File: config.mk
export PLATFORM = sky130hd
export DESIGN_NAME = bank_switched_address_decoder_flat
export DESIGN_NICKNAME = d
export VERILOG_FILES = /design/src/rtl/bsad_pkg.sv /design/src/rtl/bsad_in_if.sv /design/src/rtl/bsad_out_if.sv /design/src/rtl/bsad_decode.sv /design/src/rtl/bank_switched_address_decoder.sv /design/src/flat_wrapper.sv
export SDC_FILE = /design/constraint.sdc
export NUM_CORES = 1
export LEC_CHECK = 0
export ABC_CLOCK_PERIOD_IN_PS = 3700
export BUFFER_PORTS_ARGS = -buffer_cell sky130_fd_sc_hd__buf_2
export CAP_MARGIN = 25
export CORE_MARGIN = 5
export CORE_UTILIZATION = 23
export DETAILED_ROUTE_END_ITERATION = 8
export HOLD_SLACK_MARGIN = 0.12
export MAX_ROUTING_LAYER = met4
export RECOVER_POWER = 50
export SLEW_MARGIN = 20
export SYNTH_ARGS = -nofsm -noshare
export SYNTH_HDL_FRONTEND = slang
export SYNTH_HIERARCHICAL = 1
export SYNTH_SLANG_ARGS = --single-unit
File: constraint.sdc
create_clock -name clk -period 3.7 [get_ports clk]
set_clock_uncertainty 0.2 [all_clocks]
set_input_delay 0.185 -clock clk [delete_from_list [all_inputs] [get_ports clk]]
set_output_delay 0.185 -clock clk [all_outputs]
set_load 0.02 [all_outputs]
File: src/rtl/bsad_pkg.sv
// shared types and constants for the bank switched address decoder
`default_nettype none
package bsad_pkg;

  typedef enum logic [2:0] {
    TGT_RAM    = 3'd0,
    TGT_BASIC  = 3'd1,
    TGT_KERNAL = 3'd2,
    TGT_CHAR   = 3'd3,
    TGT_VIDEO  = 3'd4,
    TGT_SOUND  = 3'd5,
    TGT_TIMERS = 3'd6,
    TGT_IO     = 3'd7
  } target_t;

  localparam logic [7:0]  BANK_RESET   = 8'h37;
  localparam logic [15:0] BANK_ADDR    = 16'h0001;
  localparam logic [2:0]  IO_BIT_MASK  = 3'h4;
  localparam logic [2:0]  BANK_MASK    = 3'h7;
  localparam logic [15:0] BASIC_BASE   = 16'ha000;
  localparam logic [15:0] BASIC_LIMIT  = 16'hc000;
  localparam logic [15:0] IO_BASE      = 16'hd000;
  localparam logic [15:0] SOUND_BASE   = 16'hd400;
  localparam logic [15:0] AREA_BASE    = 16'hd800;
  localparam logic [15:0] TIMER_BASE   = 16'hdc00;
  localparam logic [15:0] SOUND2_BASE  = 16'hde00;
  localparam logic [15:0] SOUND2_END   = 16'hdf00;
  localparam logic [15:0] KERNAL_BASE  = 16'he000;

  // one bus access with the bank byte in effect for it
  typedef struct packed {
    logic        op;
    logic [15:0] address;
    logic [7:0]  bank;
  } access_t;

  typedef struct packed {
    target_t     target;
    logic [15:0] target_address;
    logic        ram_also_written;
    logic [7:0]  bank_value;
  } result_t;

endpackage
`default_nettype wire

File: src/rtl/bsad_in_if.sv
// handshake channel carrying one bus access word
`default_nettype none
interface bsad_in_if;
  logic        valid;
  logic        ready;
  logic        op;
  logic [15:0] address;
  logic [7:0]  write_data;

  modport source (output valid, output op, output address, output write_data, input ready);
  modport sink   (input valid, input op, input address, input write_data, output ready);
endinterface
`default_nettype wire

File: src/rtl/bsad_out_if.sv
// handshake channel carrying one decode result word
`default_nettype none
interface bsad_out_if;
  logic        valid;
  logic        ready;
  logic [2:0]  target;
  logic [15:0] target_address;
  logic        ram_also_written;
  logic [7:0]  bank_value;

  modport source (output valid, output target, output target_address,
                  output ram_also_written, output bank_value, input ready);
  modport sink   (input valid, input target, input target_address,
                  input ram_also_written, input bank_value, output ready);
endinterface
`default_nettype wire

File: src/rtl/bsad_decode.sv
// combinational target decode of one access against its bank byte
`default_nettype none
module bsad_decode (
  input  wire bsad_pkg::access_t acc,
  output bsad_pkg::result_t      res
);

  logic [15:0] a;
  logic [7:0]  b;
  logic        io_vis;

  assign a = acc.address;
  assign b = acc.bank;
  assign io_vis = (b[2:0] & bsad_pkg::IO_BIT_MASK) != 3'h0 &&
                  (b[2:0] & bsad_pkg::BANK_MASK) != bsad_pkg::IO_BIT_MASK;

  always_comb begin
    res.target           = bsad_pkg::TGT_RAM;
    res.target_address   = a;
    res.ram_also_written = acc.op;
    res.bank_value       = b;
    if (a >= bsad_pkg::IO_BASE && a < bsad_pkg::KERNAL_BASE) begin
      if (io_vis) begin
        res.ram_also_written = 1'b0;
        if (a < bsad_pkg::SOUND_BASE) begin
          res.target = bsad_pkg::TGT_VIDEO;
        end else if (a < bsad_pkg::AREA_BASE) begin
          res.target = bsad_pkg::TGT_SOUND;
        end else if (a >= bsad_pkg::TIMER_BASE && a < bsad_pkg::SOUND2_BASE) begin
          // timer writes also land in ram
          res.target           = bsad_pkg::TGT_TIMERS;
          res.ram_also_written = acc.op;
        end else if (a >= bsad_pkg::SOUND2_BASE && a < bsad_pkg::SOUND2_END) begin
          res.target = bsad_pkg::TGT_SOUND;
        end else begin
          res.target         = bsad_pkg::TGT_IO;
          res.target_address = a - bsad_pkg::IO_BASE;
        end
      end else if (!acc.op && !b[2] && b[1:0] != 2'b00) begin
        res.target         = bsad_pkg::TGT_CHAR;
        res.target_address = a - bsad_pkg::IO_BASE;
      end
    end else if (!acc.op) begin
      // roms are only seen by reads
      if (a >= bsad_pkg::BASIC_BASE && a < bsad_pkg::BASIC_LIMIT && b[1:0] == 2'b11) begin
        res.target         = bsad_pkg::TGT_BASIC;
        res.target_address = a - bsad_pkg::BASIC_BASE;
      end else if (a >= bsad_pkg::KERNAL_BASE && b[1]) begin
        res.target         = bsad_pkg::TGT_KERNAL;
        res.target_address = a - bsad_pkg::KERNAL_BASE;
      end
    end
  end

endmodule
`default_nettype wire

File: src/rtl/bank_switched_address_decoder.sv
// bank switched address decoder: two stage decode with bank byte tracking
// each access is registered in stage 1, decoded, and then registered in the result stage, which offers the result word
// throughput: one access per cycle while the result is taken, result ready passes straight back to access ready
// the bank byte is applied in acceptance order and updates on writes to address 1
// reset: bank byte 0x37, both pipeline stages empty
`default_nettype none
module bank_switched_address_decoder (
  input  wire logic  clk,
  input  wire logic  rst,
  bsad_in_if.sink    access,
  bsad_out_if.source result
);

  logic               s1_valid;
  bsad_pkg::access_t  s1;
  logic [7:0]         bank;
  logic               out_valid;
  bsad_pkg::result_t  out;
  bsad_pkg::result_t  dec;
  logic               out_free;
  logic               s1_move;
  logic               take;

  assign out_free = !out_valid || result.ready;
  assign s1_move  = s1_valid && out_free;
  assign access.ready = !s1_valid || out_free;
  assign take = access.valid && access.ready;

  always_ff @(posedge clk) begin
    if (rst) begin
      bank      <= bsad_pkg::BANK_RESET;
      s1_valid  <= 1'b0;
      out_valid <= 1'b0;
    end else begin
      if (take && access.op && access.address == bsad_pkg::BANK_ADDR) begin
        bank <= access.write_data;
      end
      if (take) begin
        s1_valid <= 1'b1;
      end else if (s1_move) begin
        s1_valid <= 1'b0;
      end
      if (s1_move) begin
        out_valid <= 1'b1;
      end else if (result.ready) begin
        out_valid <= 1'b0;
      end
    end
  end

  // payload registers, bank captured before any update from this word
  always_ff @(posedge clk) begin
    if (take) begin
      s1.op      <= access.op;
      s1.address <= access.address;
      s1.bank    <= bank;
    end
    if (s1_move) begin
      out <= dec;
    end
  end

  bsad_decode u_decode (
    .acc (s1),
    .res (dec)
  );

  assign result.valid            = out_valid;
  assign result.target           = out.target;
  assign result.target_address   = out.target_address;
  assign result.ram_also_written = out.ram_also_written;
  assign result.bank_value       = out.bank_value;

endmodule
`default_nettype wire

File: src/flat_wrapper.sv
// flat-port wrapper written by rule: the top's interface ports become plain ports
module bank_switched_address_decoder_flat 
  (clk, rst, access_valid, access_op, access_address, access_write_data, access_ready, result_valid, result_target, result_target_address, result_ram_also_written, result_bank_value, result_ready);
  bsad_in_if access_i ();
  bsad_out_if result_i ();
  input  wire logic clk;
  input  wire logic rst;
  input wire logic [$bits(access_i.valid)-1:0] access_valid;
  input wire logic [$bits(access_i.op)-1:0] access_op;
  input wire logic [$bits(access_i.address)-1:0] access_address;
  input wire logic [$bits(access_i.write_data)-1:0] access_write_data;
  output wire logic [$bits(access_i.ready)-1:0] access_ready;
  output wire logic [$bits(result_i.valid)-1:0] result_valid;
  output wire logic [$bits(result_i.target)-1:0] result_target;
  output wire logic [$bits(result_i.target_address)-1:0] result_target_address;
  output wire logic [$bits(result_i.ram_also_written)-1:0] result_ram_also_written;
  output wire logic [$bits(result_i.bank_value)-1:0] result_bank_value;
  input wire logic [$bits(result_i.ready)-1:0] result_ready;
  assign access_i.valid = access_valid;
  assign access_i.op = access_op;
  assign access_i.address = access_address;
  assign access_i.write_data = access_write_data;
  assign access_ready = access_i.ready;
  assign result_valid = result_i.valid;
  assign result_target = result_i.target;
  assign result_target_address = result_i.target_address;
  assign result_ram_also_written = result_i.ram_also_written;
  assign result_bank_value = result_i.bank_value;
  assign result_i.ready = result_ready;
  bank_switched_address_decoder u_core (.clk(clk), .rst(rst), .access(access_i), .result(result_i));
endmodule
# [Yosys cells after proc, flatten, opt, wreduce, memory -nomap -nowiden]
# Index checks and enable logic that the tools add are counted.
[totals] elab_cells=70 latch_bits=0 in_bits=29 mem_bits_ro=0 reg_bits=63 out_inout_bits=30 mem_bits_rw=0 memories=0
[op_classes] n_reduce_logical=22 n_bitwise=0 mul=0 magnitude_cmp=11 mux=21 eq_ne=3 add_sub_neg=3 n_shift=0 div_mod_pow=0
[ops] op="16-bit < comparator (second input constant)" count=6
[ops] op="16-bit greater-or-equal comparator (second input constant)" count=5
[ops] op="18-bit two-way mux" count=4
[ops] op="16-bit subtractor (second input constant)" count=3
[ops] op="19-bit two-way mux" count=2
[ops] op="17-bit two-way mux" count=2
[ops] op="16-bit two-way mux" count=2
[ops] op="16-bit by 1-bit == test with 1-bit output (second input constant)" count=1
[ops] op="1-bit logical AND" count=13
[ops] op="2-bit two-way mux" count=4
[ops] op="1-bit two-way mux" count=7
[ops] op="2-bit nonzero test" count=3
[ops] op="1-bit logical NOT" count=4
[ops] op="3-bit inequality test (second input constant)" count=1
[ops] op="2-bit == test (second input constant)" count=1
[ops] op="1-bit logical OR" count=2

# [Depth between registers and ports, before layout]
# Gate-level depths: netlist (run 1).
[logic_depth] word_depth=8 depth_mapped=8 depth_no_buf=7

# [Hierarchy]
# Netlist (run 1), hierarchy kept.
[modules_own_cells] module="bank_switched_address_decoder" area_per_inst_um2=2090.8 instances=1 seq_area_each_um2=1791.7 cells_per_inst=107
[modules_own_cells] module="bsad_decode" area_per_inst_um2=688.2 instances=1 seq_area_each_um2=0.0 cells_per_inst=96

# [Least setup slack after synthesis (run 1)]
# OpenSTA, ideal clock, no wires.
[synth_path] kind="reg2reg" startpoint="register u_core.out_valid (netlist: u_core/result.valid)" endpoint="register u_core.out (netlist bit u_core/result.bank_value[0]) (enable)" path_buffers=0 setup_ns=0.456 period_less_slack_ns=3.159 arrival_ns=2.503 stages_incl_launch_ff=2 required_ns=3.044 path_slack_ns=0.541 path_cell_list="dfxtp_1 a21boi_0"
[synth_between] elab_chain_cells=3
[synth_rtl] element="from (decl)" line="bank_switched_address_decoder.sv:17" rtl="logic out_valid;"
[synth_rtl] element="from (signal assigned)" line="bank_switched_address_decoder.sv:33" rtl="out_valid <= 1'b0;"
[synth_rtl] element="from (signal assigned)" line="bank_switched_address_decoder.sv:44" rtl="out_valid <= 1'b1;"
[synth_rtl] element="from (signal assigned)" line="bank_switched_address_decoder.sv:46" rtl="out_valid <= 1'b0;"
[synth_rtl] element="1-bit logical NOT" line="bank_switched_address_decoder.sv:24" rtl="assign out_free = !out_valid || result.ready;"
[synth_rtl] element="1-bit logical OR" line="bank_switched_address_decoder.sv:24"
[synth_rtl] element="1-bit logical AND" line="bank_switched_address_decoder.sv:25" rtl="assign s1_move = s1_valid && out_free;"
[synth_rtl] element="named net u_core.s1_move" line="bank_switched_address_decoder.sv:21" rtl="logic s1_move;"
[synth_rtl] element="to (signal assigned)" line="bank_switched_address_decoder.sv:59" rtl="out <= dec;"
[synth_rtl] element="to (decl)" line="bank_switched_address_decoder.sv:18" rtl="bsad_pkg::result_t out;"
# The timed path passes the listed nets, and every way through them passes these cells.
# A chain may end at the register's enable or synchronous reset.

# [Final worst setup path (run 1)]
[layout_path] startpoint="input port access_address[8]" endpoint="register u_core.bank[3]"
[layout_between] elab_chain_cells=2
[layout_rtl] element="from (decl)" line="flat_wrapper.sv:10" rtl="input wire logic [$bits(access_i.address)-1:0] access_address;"
[layout_rtl] element="16-bit by 1-bit == test with 1-bit output" line="bank_switched_address_decoder.sv:35" rtl="if (take && access.op && access.address == bsad_pkg::BANK_ADDR) begin"
[layout_rtl] element="1-bit logical AND" line="bank_switched_address_decoder.sv:35"
[layout_rtl] element="to (signal assigned)" line="bank_switched_address_decoder.sv:31" rtl="bank <= bsad_pkg::BANK_RESET;"
[layout_rtl] element="to (signal assigned)" line="bank_switched_address_decoder.sv:36" rtl="bank <= access.write_data;"
[layout_rtl] element="to (decl)" line="bank_switched_address_decoder.sv:16" rtl="logic [7:0] bank;"
# Every way passes these cells.

==> results.json, run 1 <==
{
  "cts_resized": 0,
  "cts_num_sinks": 63,
  "setup-violations-final": 0,
  "netlist_top_cells_count": "edfxtp_1 (53), buf_4 (21), nor2_1 (19), dfxtp_1 (10), o21ai_0 (9)",
  "die_h_um": 120,
  "status": "finished clean",
  "hold_violations": 0,
  "grt.total_usage_pct": 9.11,
  "report.final.slew_viol_count": 0,
  "min_path_cells": 0,
  "antenna_cells": 0,
  "die_x_um": 120,
  "reg2regPathDepth": 7,
  "startpoint_type": "input pin",
  "row_count": 40,
  "setup_tns_ns": 0,
  "layout_min_cycle_time_ns": 3.03,
  "synth_compound_area_share_pct": 9.32,
  "grt_pass1_wl_um": 9740,
  "dieArea_um2": 14400,
  "reg2reg_slack_ns": 0.96,
  "post-cts-setup-buffers": 0,
  "worstPathArrival_ns": 3.09,
  "gp_congestion": 0.808,
  "dpl.hpwl_um": 4430,
  "multi_input_area_um2": 788,
  "synth_fa_ha_area_share_pct": 2.70,
  "yosys_warnings": 6,
  "dpl_cell_area_um2": 3100,
  "power.leakage_nw": 1.34,
  "place_ws_ns": 1.00,
  "critPathKind": "input pin to flop",
  "synth.distinct_cells": 49,
  "synth_top_cell_area_share_pct": 57.3,
  "syn-num-nets": 238,
  "start_util_pct": 23.3,
  "synth.cell_area_um2": 2780,
  "final_area_um2": 3850,
  "wl_per_cell_um": 13.9,
  "holdCritPathClass": "flop to flop",
  "port_buffers": 58,
  "r2r-end": "u_core/result.target_address[13]",
  "drcViolationCount": 0,
  "clkLatencyLatePin_ns": 0.32,
  "synth-edff-count": 53,
  "muxShareOfSynthArea_pct": 2.16,
  "min_period_over_period_pct": 81.9,
  "grt_max_degree": 29,
  "root_buffer": "clkbuf_16",
  "grt-ovfl-total": 0,
  "htreeDepth": 3,
  "clockBufferDepth": 2,
  "ios": 59,
  "syn_avg_cell_area_um2": 13.7,
  "hold_buffers": 45,
  "max_cap_violations": 0,
  "crit_chain": "dlygate4sd3_1 > clkbuf_1 > nor4_1 > and3_2 > nand3_1 > dlygate4sd3_1 > a21oi_1 > dlygate4sd3_1",
  "synth_top_family_by_area": "simple AND/OR/NAND/NOR gates",
  "max_freq_mhz": 330,
  "synthTopCellsByArea": "edfxtp_1 (57%), dfxtp_1 (7.2%), buf_4 (5.7%)",
  "clkTransAtPathRegs_ns": 0.06,
  "ant_nets": 0,
  "holdWs_ns": 0.217,
  "synth-async-reset-ratio_pct": 0,
  "via_count": 1886,
  "worst_slack_ns": 0.670,
  "peakVddDrop_mv": 0.186,
  "cellPowerDensity_nw_per_um2": 501,
  "cts_buffers": 9,
  "total_power_mw": 1.93,
  "cpMaxStageDelayCell": "dlygate4sd3_1",
  "seqCellArea_um2": 1790,
  "end_kind": "flop",
  "wl_um": 6230,
  "synth.largest_area_cell": "edfxtp_1",
  "drt-initial-drc-count": 90,
  "grt_pass1_vias": 1899,
  "synthXorXnorAreaFrac_pct": 0.630,
  "antenna_found_initial": 0,
  "r2r-start": "u_core/s1[21]",
  "yosys_register_bits": 63,
  "synthSimpleGateAreaFrac_pct": 13.4,
  "drive_gt1_share_pct": 15.6,
  "nFillCells": 1195,
  "final_cells": 448,
  "cpPeakStageDelay_ns": 0.57,
  "worst-path-max-fanout": 4,
  "worst_slew_pin_slew_ns": 0.589,
  "dr.pass1.iters": 4,
  "syn2layout_area_growth_pct": 38.7,
  "num-nets-final": 331,
  "cts_tree": "yes",
  "critical-path-top-cell-by-count": "dlygate4sd3_1",
  "yosysMostFrequentCell": "edfxtp_1",
  "fp.coreArea_um2": 11900,
  "crit_required_ns": 3.77,
  "synth_ff_type": "edfxtp_1",
  "post_drt_via_cell_ratio": 4.21,
  "netlist_instances": 203,
  "rsz0062_at_grt": "no",
  "hold_start": "u_core/s1[4]",
  "dpl.cell_count": 387,
  "hold_end": "u_core/result.bank_value[4]",
  "final_core_util_pct": 32.4,
  "relSlewSlack_pct": 60.3,
  "seq_area_frac_synth_pct": 64.5
}
how the worst max path moves through the flow:
stage | start | to | slack (ns) | cells after the start
3_3_place_gp | u_core/s1[21] | u_core/result.target_address[13] | 1.09 | 7
5_1_grt | access_address[8] | u_core/bank[3] | 0.56 | 8
6_report | access_address[8] | u_core/bank[3] | 0.67 | 8
3_5_place_dp | u_core/s1[21] | u_core/result.target_address[13] | 1.00 | 7
4_1_cts | access_address[8] | u_core/bank[6] | 0.80 | 8
2_1_floorplan | u_core/result.valid | u_core/result.bank_value[0] | 0.54 | 1
critical path: cells and delay by family:
kind,cells,cell delay (ns)
AND/OR/NAND/NOR,3,0.95
AO/OA/AOI/OAI,1,0.16
buffers and inverters,4,1.79
layout make-up:
cell class              instances  area share (%)
clock buffers                  10            6.20
multi-input cells             110            20.4
repair buffers                105            18.4
flip-flops and latches         63            46.5
well taps                     147            4.77
inverters                       7           0.682
clock inverters                 6            3.02
per-layer routing:
metal  track usage (%)  wire length (um)  vias to the layer above
li1                  -                 -                      936
met2              15.0              3070                       66
met3              2.83               348                        7
met1              10.1              2730                      877
met5                 -                 0                        -
met4              4.08                76                        0
where the power goes:
group	switching (mW)	internal, mW	total [mW]
combinational	0.0728	0.0603	0.133
clock	0.299	0.680	0.979
sequential	0.0182	0.799	0.817
total	0.390	1.54	1.93
placed cells by master, fill, tap and decap left out, drive strengths merged, types with 6 or more instances in the layout:
cell type    count
edfxtp          53
ha               6
clkbuf          53
buf             17
dfxtp           10
nand3            8
nor2            19
a21oi            9
mux2i            6
inv              8
nor3             7
dlygate4sd3     45
o21ai            9
nor4             6
cell families (layout without fill, tap and decap cells):
kind of cell / Yosys count / after routing
compound gates: 35 / 35
simple gates: 61 / 61
mux: 6 / 6
flops: 63 / 63
buf+inv: 30 / 128
fa+ha+maj: 6 / 6
xor+xnor: 2 / 2
sequential cells by signal, indices dropped and copies added, names as in the netlist:
name / cells
u_core/bank: 8
u_core/result.bank_value: 8
u_core/result.ram_also_written: 1
u_core/result.target: 3
u_core/result.target_address: 16
u_core/result.valid: 1
u_core/s1: 25
u_core/s1_valid: 1
No activity file was read; power rests on OpenSTA's default activity.
==> run 2, diff against run 1 <==
--- a/config.mk
+++ b/config.mk
@@ -5,7 +5,8 @@
 export SDC_FILE = /design/constraint.sdc
 export NUM_CORES = 1
 export LEC_CHECK = 0
-export ABC_CLOCK_PERIOD_IN_PS = 3700
+export ABC_AREA = 1
+export ABC_CLOCK_PERIOD_IN_PS = 3100
 export BUFFER_PORTS_ARGS = -buffer_cell sky130_fd_sc_hd__buf_2
 export CAP_MARGIN = 25
 export CORE_MARGIN = 5
==> constraint.sdc (replaced) <==
create_clock -name clk -period 3.1 [get_ports clk]
set_clock_uncertainty 0.2 [all_clocks]
set_input_delay 0.155 -clock clk [delete_from_list [all_inputs] [get_ports clk]]
set_output_delay 0.155 -clock clk [all_outputs]
set_load 0.02 [all_outputs]
==> run 2 against run 1 <==
  * Sequential share of layout area decreased by 0.28 points
  * Synthesized cell count grew 33%
  * Via count increased by 10%
  * Core utilization shrank 1.5 points
  * Routed wire length up 4.4%
  * Sequential power is 19% higher
  * First-iteration DRC count grew 10%
  * Largest power group unchanged
==> results.json, run 2 <==
{
  "grt_max_degree": 29,
  "post-cts-setup-buffers": 0,
  "grt.total_usage_pct": 9.56,
  "htreeDepth": 3,
  "largest_reg_flops": 25,
  "netlist_top_cells_count": "edfxtp_1 (53), nand2_1 (48), nor2_1 (32), inv_1 (24)",
  "syn-num-nets": 305,
  "antenna_cells": 0,
  "largest-register": "u_core/s1",
  "rsz0062_at_grt": "no",
  "dpl_cell_area_um2": 3310,
  "worst-path-max-fanout": 6,
  "wl_um": 6510,
  "min_period_over_period_pct": 73.1,
  "dieArea_um2": 15100,
  "drcViolationCount": 0,
  "syn_avg_cell_area_um2": 10.9,
  "drt-initial-drc-count": 99,
  "synth_ff_type": "edfxtp_1",
  "root_buffer": "clkbuf_16",
  "yosys_register_bits": 63,
  "wl_per_cell_um": 12.3,
  "synth.distinct_cells": 28,
  "setup_tns_ns": 0,
  "synth-async-reset-ratio_pct": 0,
  "row_count": 41,
  "antenna_found_initial": 0,
  "power.leakage_nw": 1.56,
  "layout_commonest_cell": "edfxtp_1",
  "holdCritPathClass": "flop to flop",
  "cts_tree": "yes",
  "drive_gt1_share_pct": 18.5,
  "report.final.slew_viol_count": 0,
  "seq_area_frac_synth_pct": 60.9,
  "worstPathArrival_ns": 2.14,
  "clkLatencyLatePin_ns": 0.33,
  "end_kind": "flop",
  "grt_pass1_vias": 2172,
  "final_core_util_pct": 30.9,
  "hold_violations": 0,
  "cts_num_sinks": 63,
  "gp_congestion": 0.790,
  "max_cap_violations": 0,
  "fp.coreArea_um2": 12600,
  "layout_common_cells": "edfxtp_1 (53), nand2_1 (49), clkbuf_1 (40)",
  "synthTopCellsByArea": "edfxtp_1 (54%), dfxtp_1 (6.8%), nand2_1 (6.1%)",
  "ios": 59,
  "die_h_um": 123,
  "crit_required_ns": 2.97,
  "clockBufferDepth": 2,
  "yosys_warnings": 6,
  "num-nets-final": 386,
  "relSlewSlack_pct": 72.9,
  "startpoint_type": "flop",
  "hold_buffers": 30,
  "netlist_instances": 270,
  "peakVddDrop_mv": 0.242,
  "port_buffers": 58,
  "clkTransAtPathRegs_ns": 0.06,
  "yosysMostFrequentCell": "edfxtp_1",
  "cts_resized": 0,
  "dr.pass1.iters": 4,
  "critPathKind": "flop to flop",
  "cellPowerDensity_nw_per_um2": 570,
  "reg2reg_slack_ns": 0.84,
  "syn2layout_area_growth_pct": 31.9,
  "synth_top_cell_area_share_pct": 54.1,
  "synth.cell_area_um2": 2940,
  "start_util_pct": 23.4,
  "synth-edff-count": 53,
  "worst_slew_pin_slew_ns": 0.403,
  "dpl.hpwl_um": 4820,
  "final_area_um2": 3880,
  "grt_pass1_wl_um": 10700,
  "total_power_mw": 2.21,
  "die_x_um": 123,
  "grt-ovfl-total": 0,
  "max_freq_mhz": 442,
  "via_count": 2074,
  "synth.largest_area_cell": "edfxtp_1",
  "layout_min_cycle_time_ns": 2.26,
  "setup-violations-final": 0,
  "cts_buffers": 9,
  "status": "finished clean",
  "post_drt_via_cell_ratio": 3.93,
  "ant_nets": 0
}
## run 2: changes by cell type after synthesis, sizes merged, moves of 10 or more
| cell | previous run | this run |
|---|---|---|
| nand2 | 4 | 58 |
| nor2 | 19 | 41 |
| inv | 7 | 28 |
| nand3 | 8 | 26 |
| nand4 | 1 | 11 |
## run 2: where the power goes
group          internal, mW  switching (mW)
registers             0.956          0.0204
clock network         0.680           0.376
logic                0.0692           0.108
total                  1.71           0.504
## run 2: cell families (layout without fill, tap and decap cells)
group | Yosys count | count (layout) | share of synthesized area (%)
XOR/XNOR | 2 | 2 | 0.596
buffers and inverters | 48 | 134 | 8.68
AO/OA/AOI/OAI | 12 | 12 | 2.81
flip-flops | 63 | 63 | 60.9
adder cells (fa/ha/maj) | 6 | 6 | 2.55
AND/OR/NAND/NOR | 139 | 139 | 24.4
## run 2: final timing paths
path                                     from                                to  depth (start not counted)
worst max-delay path            u_core/s1[21]  u_core/result.target_address[12]                         10
worst min-delay path             u_core/s1[6]       u_core/result.bank_value[6]                          0
worst max register to register  u_core/s1[21]  u_core/result.target_address[12]                         10
worst min register to register   u_core/s1[6]       u_core/result.bank_value[6]                          0
## run 2: per-stage QoR
| stage | hold WS, ns | setup slack, ns | instances |
|---|---|---|---|
| floorplan | 0.0241 | 0.637 | 270 |
| global placement | 0.144 | 0.900 | 482 |
| detailed placement | 0.149 | 0.858 | 482 |
| CTS | 0.217 | 0.837 | 528 |
| global route | 0.226 | 0.641 | 528 |
| finish | 0.224 | 0.835 | 528 |
## run 2: area by class of cell
class | count | area, um2
clock buffer | 10 | 250
timing repair buffer | 90 | 556
clock inverter | 6 | 71.3
fill | 1310 | 8690
inverter | 28 | 105
sequential | 63 | 1790
tap | 172 | 215
multi-input combinational | 159 | 890
## run 2: worst max-delay path: stages (launching register included)
cell and delay, ns:
edfxtp_1 0.51, inv_1 0.23, ha_1 0.20, nand3_2 0.12, nor2_1 0.20, nor2_1 0.08, nand3_2 0.09, nand3_2 0.09
nand2_2 0.09, nand2_2 0.05, xor2_1 0.14
## run 2: metal layers
| layer | GRT usage [%] | vias up | wire length, um |
|---|---|---|---|
| met5 | - | - | 0 |
| met2 | 14.5 | 69 | 2990 |
| li1 | - | 1055 | - |
| met1 | 11.8 | 940 | 3070 |
| met3 | 2.70 | 10 | 309 |
| met4 | 4.50 | 0 | 137 |
==> run 3, diff against run 2 <==
--- a/config.mk
+++ b/config.mk
@@ -6,7 +6,7 @@
 export NUM_CORES = 1
 export LEC_CHECK = 0
 export ABC_AREA = 1
-export ABC_CLOCK_PERIOD_IN_PS = 3100
+export ABC_CLOCK_PERIOD_IN_PS = 2200
 export BUFFER_PORTS_ARGS = -buffer_cell sky130_fd_sc_hd__buf_2
 export CAP_MARGIN = 25
 export CORE_MARGIN = 5
==> constraint.sdc (replaced) <==
create_clock -name clk -period 2.2 [get_ports clk]
set_clock_uncertainty 0.2 [all_clocks]
set_input_delay 0.11 -clock clk [delete_from_list [all_inputs] [get_ports clk]]
set_output_delay 0.11 -clock clk [all_outputs]
set_load 0.02 [all_outputs]
==> run 3 against run 2 <==
  * Total power is 47% higher
  * Final cell count is 2.5% higher
  * Register-to-register slack worse by 0.62 ns
  * Hold slack worse by 0.0035 ns
  * First-iteration DRC count is 18% lower
  * Worst setup slack worse by 0.66 ns
  * Critical path depth is 1 lower
  * Flip-flop and latch count stayed put
  * Routed wire length is 1.4% higher
  * Final area is 3.6% higher
  * Highest routed layer unchanged
==> results.json, run 3 (synthesized netlist as in run 2, its figures left out) <==
{
  "wl_per_cell_um": 12.2,
  "layout_commonest_cell": "edfxtp_1",
  "port_buffers": 58,
  "r2r-start": "u_core/s1[16]",
  "final_area_um2": 4020,
  "dieArea_um2": 15100,
  "status": "finished clean",
  "htreeDepth": 3,
  "root_buffer": "clkbuf_16",
  "clkTransAtPathRegs_ns": 0.06,
  "antenna_cells": 0,
  "antenna_found_initial": 0,
  "cellPowerDensity_nw_per_um2": 810,
  "cts_tree": "yes",
  "relSlewSlack_pct": 70.5,
  "drive_gt1_share_pct": 19.5,
  "cts_num_sinks": 63,
  "startpoint_type": "input pin",
  "min_period_over_period_pct": 92.2,
  "ios": 59,
  "syn2layout_area_growth_pct": 36.7,
  "dr.pass1.iters": 5,
  "via_count": 2123,
  "layout_common_cells": "edfxtp_1 (53), nand2_1 (48), clkbuf_1 (44)",
  "worst-path-max-fanout": 9,
  "grt.total_usage_pct": 9.37,
  "fp.coreArea_um2": 12600,
  "dpl_cell_area_um2": 3340,
  "cts_buffers": 9,
  "crit_required_ns": 2.22,
  "largest-register": "u_core/s1",
  "largest_reg_flops": 25,
  "ant_nets": 0,
  "setup-violations-final": 0,
  "rsz0062_at_grt": "no",
  "die_x_um": 123,
  "critPathKind": "input pin to flop",
  "report.final.slew_viol_count": 0,
  "grt_max_degree": 29,
  "die_h_um": 123,
  "wl_um": 6600,
  "grt_pass1_vias": 2171,
  "final_core_util_pct": 32.0,
  "crit_start": "access_address[8]",
  "hold_violations": 0,
  "max_cap_violations": 0,
  "num-nets-final": 399,
  "setup_tns_ns": 0,
  "hold_start": "u_core/s1[5]",
  "grt-ovfl-total": 0,
  "layout_min_cycle_time_ns": 2.03,
  "max_freq_mhz": 493,
  "row_count": 41,
  "dpl.hpwl_um": 4760,
  "drcViolationCount": 0,
  "power.leakage_nw": 1.59,
  "peakVddDrop_mv": 0.469,
  "clockBufferDepth": 2,
  "post_drt_via_cell_ratio": 3.92,
  "holdCritPathClass": "flop to flop",
  "worstPathArrival_ns": 2.05,
  "grt_pass1_wl_um": 10700,
  "gp_congestion": 0.847,
  "holdWs_ns": 0.220,
  "worst_slew_pin_slew_ns": 0.439,
  "end_kind": "flop",
  "drt-initial-drc-count": 81,
  "start_util_pct": 23.4,
  "clkLatencyLatePin_ns": 0.32
}
## run 3: cell count changes in the layout (fill, tap and decap cells not counted), sizes merged
cell	previous run	this run
dlygate4sd3	30	37
buf	19	22
bufinv	1	3
clkbuf	51	53
clkinv	1	2
inv	32	29
clkinvlp	0	1
## run 3: stage by stage
step	power, mW	setup slack, ns	std cells
2_1_floorplan	1.54	0.163	270
3_3_place_gp	1.62	0.155	485
3_5_place_dp	1.62	0.124	485
4_1_cts	3.29	0.111	538
5_1_grt	3.38	0.0576	541
6_report	3.26	0.171	541
## run 3: cell type report
cell class / count / area (um2)
clock buffers: 9 / 225
well taps: 172 / 215
multi-input cells: 159 / 900
repair buffers: 103 / 663
flip-flops and latches: 63 / 1790
fillers: 1281 / 8550
inverters: 28 / 105
clock inverters: 7 / 120
## run 3: metal layers
metal / GRT usage [%] / wire length, um
met3: 2.74 / 338
met1: 11.9 / 3170
met5: - / 0
met2: 14.6 / 3010
met4: 2.70 / 77
## run 3: what timing repair did
action	4_1_cts	5_1_grt
hold buffers	37	0
endpoints found under the setup margin	0	7
hold endpoints to repair	27	0
buffers inserted	0	3
resized for setup	0	2
## run 3: path summary, 6_finish.rpt
path | cells past startpoint | slack, ns | endpoint
setup / recovery | 9 | 0.17 | u_core/bank[3]
hold / removal | 0 | 0.22 | u_core/result.bank_value[5]
setup reg to reg | 11 | 0.22 | u_core/result.target_address[15]
hold reg to reg | 0 | 0.22 | u_core/result.bank_value[5]
## run 3: where the power goes
group / internal (mW) / switching, mW
clock network: 1.11 / 0.516
logic: 0.102 / 0.157
registers: 1.35 / 0.0250
## run 3: critical path, stage by stage
cell and delay (ns):
dlygate4sd3_1 0.54, clkbuf_1 0.13, nor2_1 0.15, nand2_1 0.11, nor2_4 0.22, nand4_1 0.11
dlygate4sd3_1 0.57, nand2_1 0.07, nor2_1 0.04
